### src/design/bdpc_pkg.sv
`default_nettype none
package bdpc_pkg;

	localparam int PIN_FIELD_BITS = 3;
	localparam int INDEX_BITS     = 3;
	localparam int BUTTON_SLOTS   = 1 << INDEX_BITS;
	localparam int COUNT_BITS     = 16;
	localparam int CFG_INDEX_BITS = 2;

	typedef logic [1:0]                kind_t;
	typedef logic [PIN_FIELD_BITS-1:0] pins_t;
	typedef logic [INDEX_BITS-1:0]     button_idx_t;
	typedef logic [COUNT_BITS-1:0]     count_t;
	typedef logic [CFG_INDEX_BITS-1:0] cfg_index_t;

	localparam kind_t KIND_TICK       = 2'd0;
	localparam kind_t KIND_READ_SHORT = 2'd1;
	localparam kind_t KIND_READ_LONG  = 2'd2;

	localparam cfg_index_t REG_LONG_PRESS = 2'd0;
	localparam cfg_index_t REG_REPEAT     = 2'd1;

	localparam count_t LONG_PRESS_RESET = 16'd100;
	localparam count_t REPEAT_RESET     = 16'd25;

	typedef struct packed {
		logic tick;
		logic has_pin;
		logic sample;
		logic clr_short;
		logic clr_long;
	} lane_cmd_t;

	typedef struct packed {
		logic short_flag;
		logic long_flag;
	} lane_flags_t;

endpackage
`default_nettype wire

### src/design/bdpc_in_if.sv
`default_nettype none
interface bdpc_in_if;
	import bdpc_pkg::*;

	logic        valid;
	logic        ready;
	kind_t       kind;
	pins_t       pin_levels;
	button_idx_t button_index;

	modport source (output valid, kind, pin_levels, button_index, input ready);
	modport sink (input valid, kind, pin_levels, button_index, output ready);

endinterface
`default_nettype wire

### src/design/bdpc_out_if.sv
`default_nettype none
interface bdpc_out_if;

	logic valid;
	logic ready;
	logic answer;

	modport source (output valid, answer, input ready);
	modport sink (input valid, answer, output ready);

endinterface
`default_nettype wire

### src/design/bdpc_cfg_if.sv
`default_nettype none
interface bdpc_cfg_if;
	import bdpc_pkg::*;

	logic       valid;
	logic       ready;
	cfg_index_t index;
	count_t     data;

	modport source (output valid, index, data, input ready);
	modport sink (input valid, index, data, output ready);

endinterface
`default_nettype wire

### src/design/button_debounce_press_classifier_unit.sv
// Debouncer and short/long press classifier for up to eight active-low buttons.
// Items arrive on the item channel; every accepted beat gives exactly one beat on
// the result channel. A tick beat shifts each button's raw pin into its two-sample
// history and updates the hold and repeat counters; its answer is 0. A read beat
// returns the short or long flag of the selected button and clears it; an index
// past the last button, or an unused kind, answers 0 and changes nothing.
// Each button has its own lane that updates in the cycle the beat is accepted,
// and the answer is registered, so a result appears in the cycle after acceptance.
// One beat is taken every cycle as long as the result register is empty or is
// being drained in the same cycle; a stalled receiver holds the pending result
// and blocks new items only while it stays stalled.
// The cfg channel is always ready; index 0 sets the long-press count and index 1
// the repeat period, other indexes are ignored. Write it only while idle.
// Reset clears all button state and loads counts of 100 and 25 ticks.
`default_nettype none
module button_debounce_press_classifier_unit #(
	parameter int NUM_BUTTONS = 3
) (
	input wire         clk,
	input wire         arst_n,
	bdpc_in_if.sink    item,
	bdpc_out_if.source result,
	bdpc_cfg_if.sink   cfg
);
	import bdpc_pkg::*;

	count_t long_ticks_q, repeat_ticks_q;
	logic   valid_q, answer_q;
	logic   accept;
	logic   is_tick, is_read_short, is_read_long;
	logic   answer_d;

	logic [BUTTON_SLOTS-1:0] short_vec, long_vec;
	lane_flags_t             lane_flags [NUM_BUTTONS];

	assign cfg.ready  = 1'b1;
	assign item.ready = !valid_q || result.ready;
	assign accept     = item.valid && item.ready;

	always_ff @(posedge clk or negedge arst_n) begin
		if (!arst_n) begin
			long_ticks_q   <= LONG_PRESS_RESET;
			repeat_ticks_q <= REPEAT_RESET;
		end else if (cfg.valid) begin
			unique case (cfg.index)
				REG_LONG_PRESS: long_ticks_q   <= cfg.data;
				REG_REPEAT:     repeat_ticks_q <= cfg.data;
				default: ;
			endcase
		end
	end

	always_comb begin
		is_tick       = 1'b0;
		is_read_short = 1'b0;
		is_read_long  = 1'b0;
		unique case (item.kind)
			KIND_TICK:       is_tick       = 1'b1;
			KIND_READ_SHORT: is_read_short = 1'b1;
			KIND_READ_LONG:  is_read_long  = 1'b1;
			default: ;
		endcase
	end

	for (genvar b = 0; b < NUM_BUTTONS; b++) begin : g_lane
		lane_cmd_t cmd;
		logic      selected;

		assign selected      = item.button_index == INDEX_BITS'(b);
		assign cmd.tick      = accept && is_tick;
		assign cmd.clr_short = accept && is_read_short && selected;
		assign cmd.clr_long  = accept && is_read_long && selected;

		if (b < PIN_FIELD_BITS) begin : g_pin
			assign cmd.has_pin = 1'b1;
			assign cmd.sample  = item.pin_levels[b];
		end else begin : g_no_pin
			assign cmd.has_pin = 1'b0;
			assign cmd.sample  = 1'b0;
		end

		bdpc_lane u_lane (
			.clk          (clk),
			.arst_n       (arst_n),
			.cmd          (cmd),
			.long_ticks   (long_ticks_q),
			.repeat_ticks (repeat_ticks_q),
			.flags        (lane_flags[b])
		);
	end

	for (genvar s = 0; s < BUTTON_SLOTS; s++) begin : g_slot
		if (s < NUM_BUTTONS) begin : g_used
			assign short_vec[s] = lane_flags[s].short_flag;
			assign long_vec[s]  = lane_flags[s].long_flag;
		end else begin : g_unused
			assign short_vec[s] = 1'b0;
			assign long_vec[s]  = 1'b0;
		end
	end

	assign answer_d = (is_read_short && short_vec[item.button_index])
		|| (is_read_long && long_vec[item.button_index]);

	always_ff @(posedge clk or negedge arst_n) begin
		if (!arst_n) begin
			valid_q <= 1'b0;
		end else if (item.ready) begin
			valid_q <= item.valid;
		end
	end

	always_ff @(posedge clk) begin
		if (accept) begin
			answer_q <= answer_d;
		end
	end

	assign result.valid  = valid_q;
	assign result.answer = answer_q;

endmodule
`default_nettype wire

### src/design/bdpc_lane.sv
`default_nettype none
module bdpc_lane (
	input  wire                   clk,
	input  wire                   arst_n,
	input  bdpc_pkg::lane_cmd_t   cmd,
	input  bdpc_pkg::count_t      long_ticks,
	input  bdpc_pkg::count_t      repeat_ticks,
	output bdpc_pkg::lane_flags_t flags
);
	import bdpc_pkg::*;

	logic   newest_q, prev_q, short_q, long_q;
	count_t hold_q, rep_q;

	logic   newest_d, older_d, prev_d, short_d, long_d;
	count_t hold_d, rep_d;
	count_t rep_inc;

	always_comb begin
		newest_d = newest_q;
		older_d  = newest_q;
		prev_d   = prev_q;
		short_d  = short_q;
		long_d   = long_q;
		hold_d   = hold_q;
		rep_d    = rep_q;
		rep_inc  = rep_q + 16'd1;

		if (cmd.tick) begin
			newest_d = cmd.has_pin ? cmd.sample : newest_q;
			if (newest_d == older_d) begin
				if (!newest_d) begin
					if (hold_q < long_ticks) begin
						hold_d = hold_q + 16'd1;
						if (hold_d == long_ticks) begin
							long_d  = 1'b1;
							short_d = 1'b0;
							rep_d   = '0;
						end
					end else begin
						rep_d = rep_inc;
						if (rep_inc >= repeat_ticks) begin
							short_d = 1'b0;
							long_d  = 1'b1;
							rep_d   = '0;
						end
					end
				end else if (!prev_q) begin
					if (hold_q != '0 && hold_q < long_ticks) begin
						short_d = 1'b1;
					end
					hold_d = '0;
					rep_d  = '0;
					long_d = 1'b0;
				end
				prev_d = newest_d;
			end
		end

		if (cmd.clr_short) begin
			short_d = 1'b0;
		end
		if (cmd.clr_long) begin
			long_d = 1'b0;
		end
	end

	always_ff @(posedge clk or negedge arst_n) begin
		if (!arst_n) begin
			newest_q <= 1'b0;
			prev_q   <= 1'b0;
			short_q  <= 1'b0;
			long_q   <= 1'b0;
			hold_q   <= '0;
			rep_q    <= '0;
		end else begin
			newest_q <= newest_d;
			prev_q   <= prev_d;
			short_q  <= short_d;
			long_q   <= long_d;
			hold_q   <= hold_d;
			rep_q    <= rep_d;
		end
	end

	assign flags.short_flag = short_q;
	assign flags.long_flag  = long_q;

endmodule
`default_nettype wire

### src/flat_wrapper.sv
// flat-port wrapper written by rule: the top's interface ports become plain ports
module button_debounce_press_classifier_unit_flat import bdpc_pkg::*;
#(
	parameter int NUM_BUTTONS = 3
)
  (clk, arst_n, item_valid, item_kind, item_pin_levels, item_button_index, item_ready, result_valid, result_answer, result_ready, cfg_valid, cfg_index, cfg_data, cfg_ready);
  bdpc_in_if item_i ();
  bdpc_out_if result_i ();
  bdpc_cfg_if cfg_i ();
  input wire clk;
  input wire arst_n;
  input wire logic [$bits(item_i.valid)-1:0] item_valid;
  input wire logic [$bits(item_i.kind)-1:0] item_kind;
  input wire logic [$bits(item_i.pin_levels)-1:0] item_pin_levels;
  input wire logic [$bits(item_i.button_index)-1:0] item_button_index;
  output wire logic [$bits(item_i.ready)-1:0] item_ready;
  output wire logic [$bits(result_i.valid)-1:0] result_valid;
  output wire logic [$bits(result_i.answer)-1:0] result_answer;
  input wire logic [$bits(result_i.ready)-1:0] result_ready;
  input wire logic [$bits(cfg_i.valid)-1:0] cfg_valid;
  input wire logic [$bits(cfg_i.index)-1:0] cfg_index;
  input wire logic [$bits(cfg_i.data)-1:0] cfg_data;
  output wire logic [$bits(cfg_i.ready)-1:0] cfg_ready;
  assign item_i.valid = item_valid;
  assign item_i.kind = item_kind;
  assign item_i.pin_levels = item_pin_levels;
  assign item_i.button_index = item_button_index;
  assign item_ready = item_i.ready;
  assign result_valid = result_i.valid;
  assign result_answer = result_i.answer;
  assign result_i.ready = result_ready;
  assign cfg_i.valid = cfg_valid;
  assign cfg_i.index = cfg_index;
  assign cfg_i.data = cfg_data;
  assign cfg_ready = cfg_i.ready;
  button_debounce_press_classifier_unit #(.NUM_BUTTONS(NUM_BUTTONS)) u_core (.clk(clk), .arst_n(arst_n), .item(item_i), .result(result_i), .cfg(cfg_i));
endmodule
### config.mk
export PLATFORM = sky130hd
export DESIGN_NAME = button_debounce_press_classifier_unit_flat
export DESIGN_NICKNAME = d
export VERILOG_FILES = /design/src/design/bdpc_pkg.sv /design/src/design/bdpc_in_if.sv /design/src/design/bdpc_out_if.sv /design/src/design/bdpc_cfg_if.sv /design/src/design/button_debounce_press_classifier_unit.sv /design/src/design/bdpc_lane.sv /design/src/flat_wrapper.sv
export SDC_FILE = /design/constraint.sdc
export NUM_CORES = 1
export LEC_CHECK = 0
export BUFFER_PORTS_ARGS = -buffer_cell sky130_fd_sc_hd__buf_4
export CAP_MARGIN = 20
export CORE_ASPECT_RATIO = 0.6
export CORE_MARGIN = 2
export CORE_UTILIZATION = 25
export DETAILED_ROUTE_END_ITERATION = 12
export PLACE_DENSITY = 0.43
export SYNTH_ARGS = -nofsm -noshare
export SYNTH_HDL_FRONTEND = slang
export SYNTH_SLANG_ARGS = --single-unit
### constraint.sdc
create_clock -name clk -period 4.75 [get_ports clk]
set_clock_uncertainty 0.05 [all_clocks]
set_input_delay 1.425 -clock clk [delete_from_list [all_inputs] [get_ports clk]]
set_output_delay 1.425 -clock clk [all_outputs]
set_load 0.05 [all_outputs]
# Word-level counts from Yosys, hierarchy flattened
# Cells that the tools add are included.
[word_totals]
reg_bits = 142
input_bits = 31
output_inout_bits = 4
word_cells = 208
[classes]
n_addsub = 6
order_cmp = 7
n_eq_ne = 32
n_mux = 79
reduce_logical = 62
[ops]
columns = ["operator", "count"]
rows = [
  ["$mux W16", 21],
  ["$add A16 B1 Y16 const B", 6],
  ["$mux W1", 56],
  ["$eq A16 B16 Y1", 3],
  ["$ge A16 B16 Y1", 3],
  ["$lt A16 B16 Y1", 3],
  ["$reduce_bool A16 Y1", 3],
  ["$reduce_bool A2 Y1", 15],
  ["$ne A4 B3 Y1 const B", 6],
  ["$reduce_and A4 Y1", 6],
  ["$reduce_bool A4 Y1", 6],
  ["$ne A3 B2 Y1 const B", 6],
  ["$reduce_and A6 Y1", 3],
  ["$logic_and A1 B1 Y1", 15],
  ["$reduce_and A5 Y1", 3],
  ["$reduce_and A2 Y1", 5],
  ["$ne A3 B1 Y1 const B", 3],
  ["$ne A3 B3 Y1 const B", 3],
  ["$bmux W1 S3", 2],
  ["$ne A2 B2 Y1 const B", 3],
  ["$eq A2 B1 Y1 const B", 2],
  ["$logic_not A2 Y1", 2],
  ["$lt A3 B4 Y1 const B", 1],
  ["$eq A1 B1 Y1", 3],
  ["other kinds (6)", 7],
]

# Depth between registers and ports, before layout
# Gate-level depths: netlist (run 1).
[logic_depth]
ltp_word = 8
depth_mapped = 18
mapped_depth_nobuf = 16

# Modules after synthesis
# From an unflattened synthesis (run 1), not the netlist that was laid out.
[hier_totals]
cells_unflattened = 1391
hier_area_um2 = 11686.2
[modules_own_cells]
columns = ["module", "instances", "cells_per_inst", "area_each_um2", "seq_area_each_um2"]
rows = [
  ["bdpc_lane at u_core.g_lane[0].u_lane ...", 2, 436, 3385.7, 900.9],
  ["bdpc_lane at u_core.g_lane[2].u_lane", 1, 420, 3448.3, 900.9],
  ["button_debounce_press_classifier_unit", 1, 99, 1466.4, 863.3],
]

# Worst setup path before layout (run 1)
# No wires, ideal clock.
[synth_timing]
path_kind = "input -> register"
start = "input result_ready"
end = "register u_core.g_lane[1].u_lane.rep_q[14]"
setup_time_ps = 122
arrival_ps = 3612
required_ps = 4578
slack_ps = 966
path_stages = 9
n_path_buf = 2
path_cell_list = "nand2b_1 -> nand2_1 -> nor3_1 -> clkbuf_1 -> nand4_1 -> nor4_4 -> a31oi_4 -> buf_6 -> a32o_1"
[synth_via]
elab_chain_len = 4
[synth_lines]
columns = ["element", "line_no", "text"]
rows = [
  ["start: declaration", "flat_wrapper.sv:19", "input wire logic [$bits(result_i.ready)-1:0] result_ready;"],
  ["$logic_or A1 B1 Y1", "button_debounce_press_classifier_unit.sv:37", "assign item.ready = !valid_q || result.ready;"],
  ["$logic_and A1 B1 Y1", "button_debounce_press_classifier_unit.sv:38", "assign accept = item.valid && item.ready;"],
  ["$logic_and A1 B1 Y1", "button_debounce_press_classifier_unit.sv:70", "assign cmd.tick = accept && is_tick;"],
  ["$reduce_and A4 Y1 (no source line)", "--", ""],
  ["end signal: assignment", "bdpc_lane.sv:82", "rep_q <= rep_d;"],
  ["end: declaration", "bdpc_lane.sv:13", "count_t hold_q, rep_q;"],
]
# No other way between the ends.
# A chain may end at the register's enable or synchronous reset.

# Final worst setup path (run 1)
[layout_timing]
start = "register u_core.g_lane[0].u_lane.rep_q[2]"
end = "register u_core.g_lane[0].u_lane.rep_q[11]"
[layout_via]
elab_chain_len = 5
[layout_lines]
columns = ["element", "line_no", "text"]
rows = [
  ["start: declaration", "bdpc_lane.sv:13", ""],
  ["start signal: assignment", "bdpc_lane.sv:82", ""],
  ["$add A16 B1 Y16 *", "bdpc_lane.sv:27", "rep_inc = rep_q + 16'd1;"],
  ["$ge A16 B16 Y1", "bdpc_lane.sv:42", "if (rep_inc >= repeat_ticks) begin"],
  ["$mux W16 *", "bdpc_lane.sv:42", ""],
  ["$mux W16 *", "bdpc_lane.sv:33", "if (hold_q < long_ticks) begin"],
  ["$mux W16 *", "bdpc_lane.sv:32", "if (!newest_d) begin"],
]
# Mark *: on every way between the ends. The rest lies on a longest branch, timed or not.

==> qor.yml, run 1 <==
rows: 59
cts_setup_buffers: 0
coreArea_mm2: 0.04370
antenna_found_initial: 0
grt.total_usage: 0.1677
clockBufferDepth: 2
p_leak_nw: 5.598
vdd.ir_drop.worst_mv: 0.2948
drt_pass1_iterations: 5
clk_pin_slew_ps: 70
r2r_cells: 17
syn_area_mm2: 0.01118
die_x_um: 277.1
setup_violations: 0
post-route-drc-count: 0
period_share: 0.8706
cts_tree: "done"
io_pins: 35
ant_nets: 0
cp_data_required_time_ps: 5090
numCtsBuffers: 17
grt_pass1_wl_um: 58750
startpoint_type: "register"
maxSlewHeadroom: 0.4333
gp_congestion: 0.8525
placed_cell_area_mm2: 0.01198
htreeDepth: 4
n_antenna_cell: 0
swShare: 0.3554
synth-seq-cells: 142
drive_gt1_frac: 0.1024
synth_fp_nets: 1414
final_common_cell: "dfrtp_1"
p_switching_mw: 1.481
setup_slack_ps: 614.5
dp_slack_ps: 651.4
fin_area_mm2: 0.01259
syn_to_final_growth_pct: 12.59
critPathKind: "register to register"
ys_warn_count: 0
dieArea_mm2: 0.04650
synthDistinctLibCells: 87
mostFrequentLayoutCells: "135 x dfrtp_1, 126 x nand2_1, 105 x ha_1"
pwr-share-comb: 0.261
cp_max_fo: 17
tns_ps: 0
root_buffer: "clkbuf_16"
clkSinkCount: 142
nets: 1412
syn_inst: 1278
die_h_um: 167.8
routed_wl_um: 38480
rsz0062_at_grt: "false"
start_util: 0.2559
power.share.sequential: 0.384
yosysSeqAreaShare: 0.3188
synth_top_flop_cell: "dfrtp_1"
holdBufCountCts: 0
cellPowerDensity_mw_per_mm2: 330.9
dp_hpwl_um: 29890
fin_util: 0.2881
clkLatencyLatePin_ps: 450
hp-class: "register to register"
fmax_mhz: 241.8
avgSynthCellArea_um2: 8.752
worstMarginPinSlew_ps: 847.5
arrival_ps: 4480
pwr-share-clk: 0.355
wl_per_cell_um: 20.60
final_max_slew_viol_count: 0
vias: 9820
ys_async_sr_fraction: 0.9930
p_int_mw: 2.686
total_power_mw: 4.167
num-fill-cells: 4640
seqCellArea_mm2: 0.003566
endpoint_kind: "register"
reg2reg_slack_ps: 610
grt_max_degree: 65
synth_edf_count: 1
drv_cap: 0
io_buffers: 33
final_hold_viol_count: 0
multi_input_area_mm2: 0.007107
gr-total-overflow: 0
viasPerCell: 5.257
status: "completed"
whs_path_depth: 2
drt_iter0_drc: 1049
cts_resized: 0
fin_crit_ps: 4136
grt_pass1_vias: 9041
[power groups by stage]
stage | combinational [mW] | clock (mW) | sequential [mW]
2_1_floorplan | 0.822 | 0 | 1.46
3_3_place_gp | 1.06 | 0 | 1.61
3_5_place_dp | 1.08 | 0 | 1.61
4_1_cts | 1.09 | 1.51 | 1.59
5_1_grt | 1.23 | 1.57 | 1.62
6_report | 1.09 | 1.48 | 1.60
[routing by layer]
layer	up-vias	global-route usage	part of all wire	routed length, um
met5	-	0	0	0
li1	4708	-	-	-
met2	252	0.2035	0.35	13570
met1	4847	0.2824	0.57	21970
met4	0	0.02859	0.0065	249
met3	13	0.04191	0.070	2691
[layout make-up]
class                      instances  area share
multi-input combinational       1014      0.5644
sequential                       142      0.2832
tap                              579     0.05753
clock buffer                      20     0.03547
timing repair buffer              49     0.03050
inverter                          52     0.01550
clock inverter                    12     0.01341
[cell families after synthesis]
kind of cell / Yosys count / synth area share
multiplexers: 30 / 0.02897
XOR/XNOR: 87 / 0.06813
buffers and inverters: 122 / 0.04654
adder cells (fa/ha/maj): 105 / 0.1175
other: 1 / 0.0003353
AO/OA/AOI/OAI: 329 / 0.1982
flip-flops: 142 / 0.3188
AND/OR/NAND/NOR: 462 / 0.2215
[cells in the mapped netlist, types with 7 or more instances]
cell      instances  share of area
mux2_2           19          0.019
o21ai_0          85          0.038
nor3b_1          19          0.013
dfrtp_1         135           0.30
a221o_1           7         0.0063
nand4_1          24          0.013
o211ai_1         12         0.0081
a21o_1           28          0.019
and4_1            9         0.0070
xnor2_1          55          0.043
nor4_1           22          0.012
xor2_1           32          0.025
nor2_1           53          0.018
nand3_1          52          0.023
buf_2            14         0.0063
o21ai_1          15         0.0067
or2_2             7         0.0039
a21oi_1          60          0.027
o31ai_1          11         0.0074
nor3_1           31          0.014
nand2_1         126          0.042
clkbuf_1         47          0.016
a211oi_1          9         0.0060
a211o_1          17          0.013
a22o_1            8         0.0063
nor2b_1          22          0.012
or3_1            10         0.0056
mux2i_1          11         0.0098
and3_1           31          0.017
nand2b_1         28          0.016
a31oi_1          12         0.0067
ha_1            105           0.12
a32o_1            7         0.0063
inv_1            48          0.016
[critical path, stage by stage, from the launching register on]
cell and delay (ps):
dfrtp_1 430, and3_1 200, nand3_1 160, nor2_1 250, and3_1 300, nand3_1 130, or2_2 310, nand2_1 80
ha_1 240, a21o_1 190, a21o_1 170, a21oi_1 130, o31ai_1 140, or3_1 330, buf_4 210, or2_1 350
nor3b_1 270, a211o_1 130
[through the flow]
stage | instances | hold WS, ps
after floorplan | 1278 | 393.0
after global placement | 1836 | 436.7
after detailed placement | 1836 | 434.8
after CTS | 1868 | 450.2
after global routing | 1868 | 464.1
final | 1868 | 446.0
[state kept, by name, indices dropped and copies added (netlist names)]
| register | flops |
|---|---|
| u_core.g_lane.u_lane.long_q | 3 |
| u_core.g_lane.u_lane.prev_q | 3 |
| u_core.long_ticks_q | 16 |
| u_core.g_lane.u_lane.short_q | 3 |
| u_core.g_lane.u_lane.hold_q | 48 |
| u_core.result.answer | 1 |
| u_core.result.valid | 1 |
| u_core.g_lane.u_lane.newest_q | 3 |
| u_core.repeat_ticks_q | 16 |
| u_core.g_lane.u_lane.rep_q | 48 |
[worst paths after layout]
| path | start | end |
|---|---|---|
| worst max register to register | u_core.g_lane[0].u_lane.rep_q[2] | u_core.g_lane[0].u_lane.rep_q[11] |
| worst max-delay path | u_core.g_lane[0].u_lane.rep_q[2] | u_core.g_lane[0].u_lane.rep_q[11] |
| min in group asynchronous | arst_n | u_core.g_lane[2].u_lane.hold_q[13] |
| worst min register to register | u_core.g_lane[1].u_lane.long_q | u_core.g_lane[1].u_lane.long_q |
| max in group asynchronous | arst_n | u_core.long_ticks_q[5] |
| worst min-delay path | u_core.g_lane[1].u_lane.long_q | u_core.g_lane[1].u_lane.long_q |
Note: power is estimated with default switching activity, not from simulation.
==> run 2, diff against run 1 <==
- ABC_CLOCK_PERIOD_IN_PS: not set -> 4750
- RECOVER_POWER: not set -> 100
==> qor.yml, run 2 (synthesized netlist as in run 1, its figures left out) <==
status: "finished, violations left"
violations: "max-capacitance violations, max-slew violations"
whs_path_depth: 2
n_antenna_cell: 0
vias: 9828
busiest_layer: "met1"
crit_chain: "and3_1 > nand3_1 > nor2_1 > and3_1 > nand3_1 > or2_2 > xnor2_1 > ha_1 > nand4_1 > o31ai_1 > or3_1 > buf_4 > or2_0 > nor3b_1 > a211o_1"
endpoint_kind: "register"
dp_hpwl_um: 29890
routed_wl_um: 38430
cts_tree: "done"
cts_setup_buffers: 0
final_max_slew_viol_count: 65
clk_pin_slew_ps: 70
antenna_found_initial: 0
die_h_um: 167.8
use_met3: 0.04191
nets: 1412
cellPowerDensity_mw_per_mm2: 331.9
grt_pass1_vias: 9041
gr-total-overflow: 0
fin_util: 0.2866
rows: 59
io_pins: 35
vdd.ir_drop.worst_mv: 0.2933
period_share: 0.8982
holdBufCountCts: 0
grt.total_usage: 0.1677
total_power_mw: 4.156
grt_use_met2: 0.2035
cp_max_fo: 17
worstMarginPinSlew_ps: 1762
grt_pass1_wl_um: 58750
htreeDepth: 4
tns_ps: 0
cts_resized: 0
clkSinkCount: 142
hp-class: "register to register"
syn_to_final_growth_pct: 11.97
setup_violations: 0
r2r_cells: 15
drive_gt1_frac: 0.09232
cpPeakStageDelay_ps: 500
fin_crit_ps: 4267
die_x_um: 277.1
drt_pass1_iterations: 5
top_regs: "u_core.g_lane.u_lane.hold_q (48), u_core.g_lane.u_lane.rep_q (48)"
startpoint_type: "register"
numCtsBuffers: 17
critPathKind: "register to register"
arrival_ps: 4550
fmax_mhz: 234.4
start_util: 0.2559
p_leak_nw: 5.560
drv_cap: 1
grt_max_degree: 65
maxSlewHeadroom: -0.1746
post-route-drc-count: 0
io_buffers: 33
final_hold_viol_count: 0
path_depth: 15
critPathTopFamily: "simple AND/OR/NAND/NOR gates"
clkLatencyLatePin_ps: 450
final_common_cell: "dfrtp_1"
path_buf_inv: 1
coreArea_mm2: 0.04370
crit_slowest_cell: "o31ai_1"
viasPerCell: 5.261
cp_data_required_time_ps: 5040
drt_iter0_drc: 958
wl_per_cell_um: 20.57
mostFrequentLayoutCells: "135 x dfrtp_1, 126 x nand2_1, 105 x ha_1"
gp_congestion: 0.8525
root_buffer: "clkbuf_16"
ant_nets: 0
dieArea_mm2: 0.04650
rsz0062_at_grt: "false"
clockBufferDepth: 2
grt_use_met1: 0.2824
==> run 2: worst min-delay path, delay by kind of cell, from the launching register on <==
family             cells  cell delay, ps
DFF                    1             350
AOI/OAI and AO/OA      1              70
and+or+nand+nor        1              50
==> run 2: report_power, final <==
part | internal [mW] | switching, mW
clock | 0.889 | 0.591
combinational | 0.449 | 0.629
sequential | 1.34 | 0.259
==> run 2: final timing paths <==
kind	startpoint	end	slack [ps]
min reg2reg	u_core.g_lane[1].u_lane.long_q	u_core.g_lane[1].u_lane.long_q	450
min	u_core.g_lane[1].u_lane.long_q	u_core.g_lane[1].u_lane.long_q	450
max reg2reg	u_core.g_lane[0].u_lane.rep_q[2]	u_core.g_lane[0].u_lane.rep_q[11]	480
min in group asynchronous	arst_n	u_core.g_lane[2].u_lane.hold_q[13]	1380
max in group asynchronous	arst_n	u_core.g_lane[1].u_lane.rep_q[3]	1070
max	u_core.g_lane[0].u_lane.rep_q[2]	u_core.g_lane[0].u_lane.rep_q[11]	480
==> run 2: cell type report <==
type                       instances  area [um2]
clock buffer                      20       446.7
clock inverter                    12       168.9
fill                            4657       31180
inverter                          52       195.2
multi-input combinational       1014        7098
sequential                       142        3566
tap                              579       724.4
timing repair buffer              49       324.1
==> run 2: per-stage QoR <==
stage	hold slack, ps	cell area, um2	std cells	setup slack, ps
floorplan	393.0	11180	1278	966.3
global placement	436.7	11980	1836	739.4
detailed placement	434.8	11980	1836	651.4
CTS	450.2	12590	1868	639.1
global route	464.1	12520	1868	173.4
finish	449.6	12520	1868	483.5
==> run 2: routing by layer <==
layer,routed length [um],vias to the layer above
met5,0,-
met4,233,0
met3,3039,13
met2,13520,301
met1,21640,4804
li1,-,4710
==> run 3, diff against run 2 <==
- SYNTH_HIERARCHICAL: not set -> 1
==> qor.yml, run 3 <==
clk_pin_slew_ps: 70
wl_per_cell_um: 18.43
gp_congestion: 0.8676
fin_crit_ps: 4257
power.share.sequential: 0.392
maxSlewHeadroom: -0.6990
routed_wl_um: 37830
htreeDepth: 4
syn_to_final_growth_pct: 11.65
worstMarginPinSlew_ps: 2543
antenna_found_initial: 1
dp_hpwl_um: 28910
drt_pass1_iterations: 5
synthDistinctLibCells: 85
final_hold_viol_count: 0
synth_area_leaders: "dfrtp_1 29%, ha_1 11%, inv_1 4.8%"
busiest_layer: "met1"
die_x_um: 283.1
status: "finished, violations left"
synth_edf_count: 1
top_regs: "u_core/g_lane.u_lane/hold_q (48), u_core/g_lane.u_lane/rep_q (48)"
io_buffers: 33
syn_area_mm2: 0.01169
violations: "max-capacitance violations, max-slew violations"
startpoint_type: "register"
grt_pass1_vias: 9581
rsz0062_at_grt: "false"
tns_ps: 0
vias: 10246
swShare: 0.3868
root_buffer: "clkbuf_16"
start_util: 0.2527
p_int_mw: 2.687
post-route-drc-count: 0
cellPowerDensity_mw_per_mm2: 335.8
gr-total-overflow: 0
cts_setup_buffers: 0
final_max_slew_viol_count: 87
critPathKind: "register to register"
grt_pass1_wl_um: 58880
grt.total_usage: 0.1581
whs_path_depth: 1
period_share: 0.8963
yosysSeqAreaShare: 0.3051
drive_gt1_frac: 0.1026
ys_warn_count: 6
arrival_ps: 4560
final_common_cell: "inv_1"
viasPerCell: 4.991
grt_max_degree: 70
setup_violations: 0
clkSinkCount: 142
mostFrequentLayoutCells: "148 x inv_1, 135 x dfrtp_1, 113 x nand2_1"
io_pins: 35
rows: 61
cp_max_fo: 17
vdd.ir_drop.worst_mv: 0.2667
pwr-share-clk: 0.309
p_leak_nw: 5.642
grt_use_met2: 0.2045
pwr-share-comb: 0.299
synth_commonest_cells: "148 x inv_1, 135 x dfrtp_1, 112 x nand2_1, 105 x ha_1, 100 x o21ai_0"
holdBufCountCts: 0
drv_cap: 2
syn_inst: 1391
clkLatencyLatePin_ps: 450
synth_most_common_cell: "inv_1"
hp-class: "register to register"
n_antenna_cell: 0
use_met3: 0.03117
dieArea_mm2: 0.04855
fin_util: 0.2821
die_h_um: 171.5
drt_iter0_drc: 759
numCtsBuffers: 17
coreArea_mm2: 0.04625
synth_top_flop_cell: "dfrtp_1"
fmax_mhz: 234.9
grt_use_met1: 0.2571
ys_async_sr_fraction: 0.9930
p_switching_mw: 1.695
ant_nets: 0
endpoint_kind: "register"
synth_top_area_frac: 0.2891
clockBufferDepth: 2
cts_tree: "done"
cts_resized: 0
r2r_cells: 15
num-fill-cells: 4994
yosysTopAreaCell: "dfrtp_1"
synth-seq-cells: 142
nets: 1546
cp_data_required_time_ps: 5050
avgSynthCellArea_um2: 8.401
[run 3: power by group through the flow]
stage               combinational, mW  clock, mW  sequential [mW]
finish                           1.31       1.36             1.72
global route                     1.49       1.46             1.75
CTS                              1.32       1.40             1.72
detailed placement               1.31          0             1.74
global placement                 1.29          0             1.73
floorplan                        1.03          0             1.56
[run 3: worst paths after layout]
check / startpoint / to / slack (ps)
worst max-delay path: u_core/g_lane[0].u_lane/rep_q[0] / u_core/g_lane[0].u_lane/rep_q[6] / 490
min in group asynchronous: arst_n / u_core/g_lane[0].u_lane/rep_q[5] / 1410
worst max register to register: u_core/g_lane[0].u_lane/rep_q[0] / u_core/g_lane[0].u_lane/rep_q[6] / 490
worst min-delay path: u_core/g_lane[0].u_lane/short_q / u_core/g_lane[0].u_lane/short_q / 460
worst min register to register: u_core/g_lane[0].u_lane/short_q / u_core/g_lane[0].u_lane/short_q / 460
max in group asynchronous: arst_n / u_core/g_lane[1].u_lane/hold_q[12] / 890
[run 3: cell type report]
type                            count  area [um2]  share of cell area
Sequential cell                   142        3566              0.2733
Clock inverter                     13       133.9             0.01026
Clock buffer                       19       442.9             0.03395
Inverter                          148       555.5             0.04258
Timing Repair Buffer               49       331.6             0.02541
Tap cell                          630       788.3             0.06041
Multi-Input combinational cell   1052        7229              0.5541
[run 3: per-layer routing]
| metal | vias up | wire (um) |
|---|---|---|
| met5 | - | 0 |
| li1 | 5006 | - |
| met3 | 25 | 2129 |
| met1 | 4965 | 21130 |
| met2 | 250 | 14140 |
| met4 | 0 | 422 |
[run 3: cell families (layout without fill, tap and decap cells)]
kind of cell | Yosys count | after routing | share of synthesized area
DFF | 142 | 142 | 0.3051
other | 1 | 20 | 0.0003209
xor gates and xnor gates | 80 | 80 | 0.05996
muxes | 44 | 44 | 0.04165
AOI/OAI and AO/OA | 364 | 364 | 0.1973
adders and majority gates | 105 | 105 | 0.1124
and+or+nand+nor | 439 | 439 | 0.2026
buffers and inverters | 216 | 229 | 0.08062
[run 3: critical path, stage by stage, from the launching register on]
cell	delay, ps
dfrtp_1	450
ha_1	280
inv_1	90
nor3_2	330
nand2_1	170
nor4_1	650
xnor2_1	180
ha_1	320
nand4_1	150
nor2_1	70
o31a_1	230
o21ai_0	160
and4_1	310
clkbuf_2	400
a21oi_1	120
o21ai_0	200
[run 3: through the flow]
step                power, mW  hold WS (ps)  area [um2]  worst slack [ps]  instances
finish                  4.382         462.8       13050             492.5       2053
global route            4.695         495.5       13050             151.2       2053
CTS                     4.436         471.8       13140             638.5       2053
detailed placement      3.042         453.2       12560             669.3       2021
global placement        3.020         443.4       12560             754.4       2021
floorplan               2.589         431.7       11760             806.3       1410
